## config.mk

```make
export PLATFORM = sky130hd
export DESIGN_NAME = tmfb_cell
export DESIGN_NICKNAME = d
export VERILOG_FILES = /design/src/rtl/tmfb_pkg.sv /design/src/rtl/tmfb_cell.sv
export SDC_FILE = /design/constraint.sdc
export NUM_CORES = 1
export LEC_CHECK = 0
export BUFFER_PORTS_ARGS = -buffer_cell sky130_fd_sc_hd__buf_2
export CAP_MARGIN = 20
export CELL_PAD_IN_SITES_DETAIL_PLACEMENT = 0
export CELL_PAD_IN_SITES_GLOBAL_PLACEMENT = 1
export CORE_MARGIN = 2
export CORE_UTILIZATION = 34
export CTS_CLUSTER_SIZE = 30
export DETAILED_ROUTE_END_ITERATION = 8
export GPL_TIMING_DRIVEN = 1
export PLACE_DENSITY_LB_ADDON = 0.1
export SYNTH_ARGS = -nofsm -noshare
export SYNTH_HDL_FRONTEND = slang
export SYNTH_SLANG_ARGS = --single-unit
```

## constraint.sdc

```tcl
create_clock -name i_clk -period 5.8 [get_ports i_clk]
set_clock_uncertainty 0.15 [all_clocks]
set_input_delay 1.45 -clock i_clk [delete_from_list [all_inputs] [get_ports i_clk]]
set_output_delay 1.45 -clock i_clk [all_outputs]
set_load 0.03 [all_outputs]
```

## src/rtl/tmfb_pkg.sv

```systemverilog
// tmfb_pkg: shared types for the timestamp match frame buffer
// payload structs for both channels, entry and cell command types
// no dependencies
package tmfb_pkg;

    localparam int TagW    = 32;
    localparam int StampW  = 63;

    localparam logic       MODE_PUT     = 1'b0;
    localparam logic [1:0] ST_DEFAULT   = 2'd0;
    localparam logic [1:0] ST_GROWN     = 2'd1;
    localparam logic [1:0] ST_MATCHED   = 2'd2;
    localparam logic       CFG_DEF_TAG  = 1'b0;
    localparam logic       CFG_DEF_STMP = 1'b1;

    typedef struct packed {
        logic              mode;
        logic [TagW-1:0]   frame_tag;
        logic [StampW-1:0] stamp;
    } t_in;

    typedef struct packed {
        logic [TagW-1:0]   out_frame_tag;
        logic [StampW-1:0] out_stamp;
        logic [1:0]        out_status;
        logic              out_last;
    } t_out;

    typedef struct packed {
        logic [TagW-1:0]   tag;
        logic [StampW-1:0] stamp;
    } t_entry;

    // broadcast to every cell of the row
    typedef struct packed {
        logic rotate;
        logic compact;
        logic write;
    } t_cmd;

endpackage

```

## src/rtl/tmfb_cell.sv

```systemverilog
// tmfb_cell: one slot of the entry row
// holds an entry and a removal mark, shifts from its upper neighbor
// depends on tmfb_pkg
module tmfb_cell (
    input  logic            i_clk,
    input  logic            i_rst_n,
    input  tmfb_pkg::t_cmd   i_cmd,
    input  logic            i_wr_sel,
    input  tmfb_pkg::t_entry i_wr_entry,
    input  tmfb_pkg::t_entry i_next,
    input  logic            i_next_dead,
    input  logic            i_hole_in,
    output tmfb_pkg::t_entry o_entry,
    output logic            o_dead,
    output logic            o_hole_out
);

    tmfb_pkg::t_entry r_entry;
    logic             r_dead;
    logic             w_shift;

    // in compaction every cell at or above the lowest marked slot moves down
    assign w_shift    = i_cmd.rotate | (i_cmd.compact & (i_hole_in | r_dead));
    assign o_hole_out = i_hole_in | r_dead;
    assign o_entry    = r_entry;
    assign o_dead     = r_dead;

    always_ff @(posedge i_clk) begin
        if (w_shift) begin
            r_entry <= i_next;
        end else if (i_cmd.write && i_wr_sel) begin
            r_entry <= i_wr_entry;
        end
    end

    always_ff @(posedge i_clk) begin
        if (!i_rst_n) begin
            r_dead <= 1'b0;
        end else if (w_shift) begin
            r_dead <= i_next_dead;
        end
    end

endmodule

```

; Word level (Yosys, flattened, before mapping)
; Cells that the tools add are included.
; Widths: inputs -> output; s select.
[totals]
ff_bits = 96
in_bits = 198
output_inout_bits = 97
word_cells = 10
[op_classes]
n_mux = 2
bitwise_logic = 3
n_reduce_logical = 2
[ops]
columns = cell, n
row1 = $mux 95, 2
row2 = $or 1x1->1, 2
row3 = $reduce_bool 2->1, 1
row4 = $and 1x1->1, 1
row5 = $logic_and 1x1->1, 1

; Logic depth before layout (Yosys ltp)
[logic_depth]
ltp_word = 4
depth_mapped = 6
ltp_nobuf = 2

; Worst setup path after synthesis
; Ideal clock, no wire load.
[synth_timing]
path_type = in2reg
from = input port i_cmd[1] in the netlist's numbering
to = register r_entry (netlist bit o_entry[0]) (enable)
setup_time_ps = 453
arrival_time_ps = 3942
t_required_ps = 5197
slack_ps = 1255
path_stages = 5
n_path_buf = 3
path_cell_list = buf_2 -> o21a_1 -> buf_2 -> buf_6 -> a211o_1
[synth_via]
elab_chain_len = 3
[synth_lines]
columns = item, line
row1 = start: declaration, tmfb_cell.sv:7  ; input tmfb_pkg::t_cmd i_cmd,
row2 = $and 1x1->1, tmfb_cell.sv:23  ; assign w_shift = i_cmd.rotate | (i_cmd.compact & (i_hole_in | r_dead));
row3 = $or 1x1->1, tmfb_cell.sv:23
row4 = $reduce_bool 2->1 (no source line), --
row5 = end signal: assignment, tmfb_cell.sv:30  ; r_entry <= i_next;
row6 = end signal: assignment, tmfb_cell.sv:32  ; r_entry <= i_wr_entry;
row7 = end: declaration, tmfb_cell.sv:18  ; tmfb_pkg::t_entry r_entry;
; No other way between the ends.
; A chain may end at the register's enable or synchronous reset.

; Worst setup path in the final report
[layout_timing]
from = input port i_hole_in
to = output port o_hole_out
[layout_via]
elab_chain_len = 1
[layout_lines]
columns = item, line
row1 = start: declaration, tmfb_cell.sv:12  ; input logic i_hole_in,
row2 = $or 1x1->1, tmfb_cell.sv:24  ; assign o_hole_out = i_hole_in | r_dead;
row3 = end: declaration, tmfb_cell.sv:15  ; output logic o_hole_out
; No other way between the ends.

==> results.json <==
{
  "outcome": "completed",
  "final_area_mm2": 0.007606,
  "path_class": "in -> out",
  "worst_slack_ps": 1906,
  "viasPerCell": 5.157,
  "worstHoldPathType": "reg -> reg",
  "r2r-end": "o_entry[68]",
  "rrSetupSlack_ps": 2960,
  "clock.fmax_ghz": 0.2568,
  "cts.path.max_buffers": 2,
  "io_buffers": 294,
  "crit_path_end_kind": "output pin",
  "synthCells": 547,
  "ctsHoldBuffers": 0,
  "max_slew_margin_pct": 28.03,
  "cts_resized": 0,
  "reg2reg_from": "o_dead",
  "fin_setup_tns_ps": 0,
  "path_max_fanout": 48,
  "fin_crit_ps": 3894,
  "grt_pass1_wl_mm": 28.41,
  "ys_warn_count": 0,
  "endpoint": "o_hole_out",
  "drc_errors": 0,
  "slew_violations": 0,
  "drtIter0Drc": 303,
  "cp-startpoint": "i_hole_in",
  "peakVddDrop_mv": 0.1711,
  "overflow": 0,
  "r2r_cells": 3,
  "rows": 47,
  "syn_avg_cell_area_um2": 10.61,
  "whs_ps": 949.3,
  "cts.htree.levels": 3,
  "required_ps": 4200,
  "synth-seq-cells": 96,
  "layout.nets": 993,
  "placed_cell_area_mm2": 0.007342,
  "grt_pass1_vias": 5300,
  "grt_max_degree": 98,
  "firstDrtPassIters": 4,
  "ys_seq_area_share_pct": 49.50,
  "worst_pin_slew_ps": 1080,
  "die-area_mm2": 0.01813,
  "area_growth_pct": 31.07,
  "io_pins": 295,
  "rsz0062_at_grt": "no",
  "coreArea_mm2": 0.01664,
  "wire_per_inst_um": 18.15,
  "insertion_delay_ps": 340,
  "vias": 5281,
  "finalHoldViolCount": 0,
  "path_clk_slew_ps": 60,
  "drive_gt1_share_pct": 44.63,
  "arrival_ps": 2290,
  "p_leak_nw": 3.132,
  "setup_viol": 0,
  "die-width_um": 134.6,
  "dp_hpwl_mm": 12.59,
  "die_y_um": 134.6,
  "powerDensity_mw_per_mm2": 257.3,
  "antenna_found_initial": 4,
  "ant_nets": 0,
  "grtUsageTotal_pct": 20.20,
  "cts_root_buffer": "clkbuf_16",
  "cap_violations": 0,
  "ys_types": 16,
  "fill_cells": 1633,
  "cts_tree": "yes",
  "syn-cell-area_mm2": 0.005803,
  "fin_crit_sh_pct": 67.14,
  "cts_setup_buffers": 0,
  "cp-start-kind": "input pin",
  "wl_mm": 18.59,
  "cts_sinks": 96,
  "place_ws_ps": 1906,
  "start_util_pct": 34.87,
  "syn_nets": 745,
  "numCtsBuffers": 9,
  "gp_congestion": 0.7934
}
per-stage QoR:
stage / power, mW / utilization, % / instances
floorplan: 1.246 / - / 547
global placement: 1.430 / 44.12 / 1004
detailed placement: 1.437 / 44.12 / 1004
CTS: 1.977 / 45.64 / 1020
global route: 2.048 / 45.70 / 1024
finish: 1.957 / 45.70 / 1024
metal layers:
layer | vias to the layer above | GRT usage [%] | wire length, um
met5 | - | 0 | 0
met4 | 0 | 9.240 | 532
met3 | 29 | 4.767 | 1495
met2 | 218 | 32.29 | 8827
met1 | 2459 | 25.99 | 7733
li1 | 2575 | - | -
Yosys cell counts (all sizes together):
library cell	n	area share, %
clkbuf	42	2.7
o211ai	190	28
nand2b	95	10
o211a	1	0.17
or2	1	0.11
dfxtp	1	0.34
nand2	95	6.1
nor2	1	0.065
o21a	1	0.13
edfxtp	95	49
a211o	2	0.30
buf	23	2.6
state kept, by name (all words and copies together), names as in the netlist:
register / flops
o_entry: 95
o_dead: 1
kinds of logic after synthesis:
group,count (synthesis),share of synthesized area [%]
AO/OA/AOI/OAI,194,28.63
flip-flops,96,49.50
buffers and inverters,65,5.304
AND/OR/NAND/NOR,192,16.56
cells in the final DEF (no fill, tap or decap):
cell,synthesis,routed
o211ai_1,150,150
buf_4,2,10
diode_2,0,4
nor2_1,1,1
edfxtp_1,95,95
clkbuf_16,0,9
o21a_4,0,1
a211o_1,2,1
o211a_1,1,1
buf_2,15,291
dfxtp_4,0,1
or2_2,1,1
buf_12,0,1
clkinv_1,0,5
clkinv_2,0,2
nand2b_1,95,95
o211ai_2,40,40
nand2_1,95,95
a211o_4,0,1
critical path, cell delays in order:
cell and delay [ps]:
buf_4 420, or2_2 210, buf_2 190
how the worst min path moves through the flow:
stage	from	to	slack, ps	cells after the start
after global routing	o_dead	o_entry[25]	1000	2
after detailed placement	o_dead	o_entry[46]	960	2
after CTS	o_dead	o_entry[51]	970	2
final	o_dead	o_entry[48]	950	2
after global placement	o_dead	o_entry[53]	950	2
after floorplan	o_dead	o_dead	990	4
layout make-up:
cell class                      instances  area, um2  share of cell area [%]
Timing Repair Buffer                  302       1551                   20.40
Multi-Input combinational cell        386       2639                   34.69
Antenna cell                            4      10.01                  0.1316
Clock buffer                            9      225.2                   2.961
Tap cell                              220      275.3                   3.619
Sequential cell                        96       2877                   37.82
Clock inverter                          7      28.78                  0.3784
power breakdown:
group	internal [mW]	leakage [nW]	switching (mW)
clock network	0.282	0.127	0.258
registers	0.859	0.983	0.0301
logic	0.178	2.02	0.351
total	1.32	3.13	0.639
Note: power is estimated with default switching activity, not from simulation.
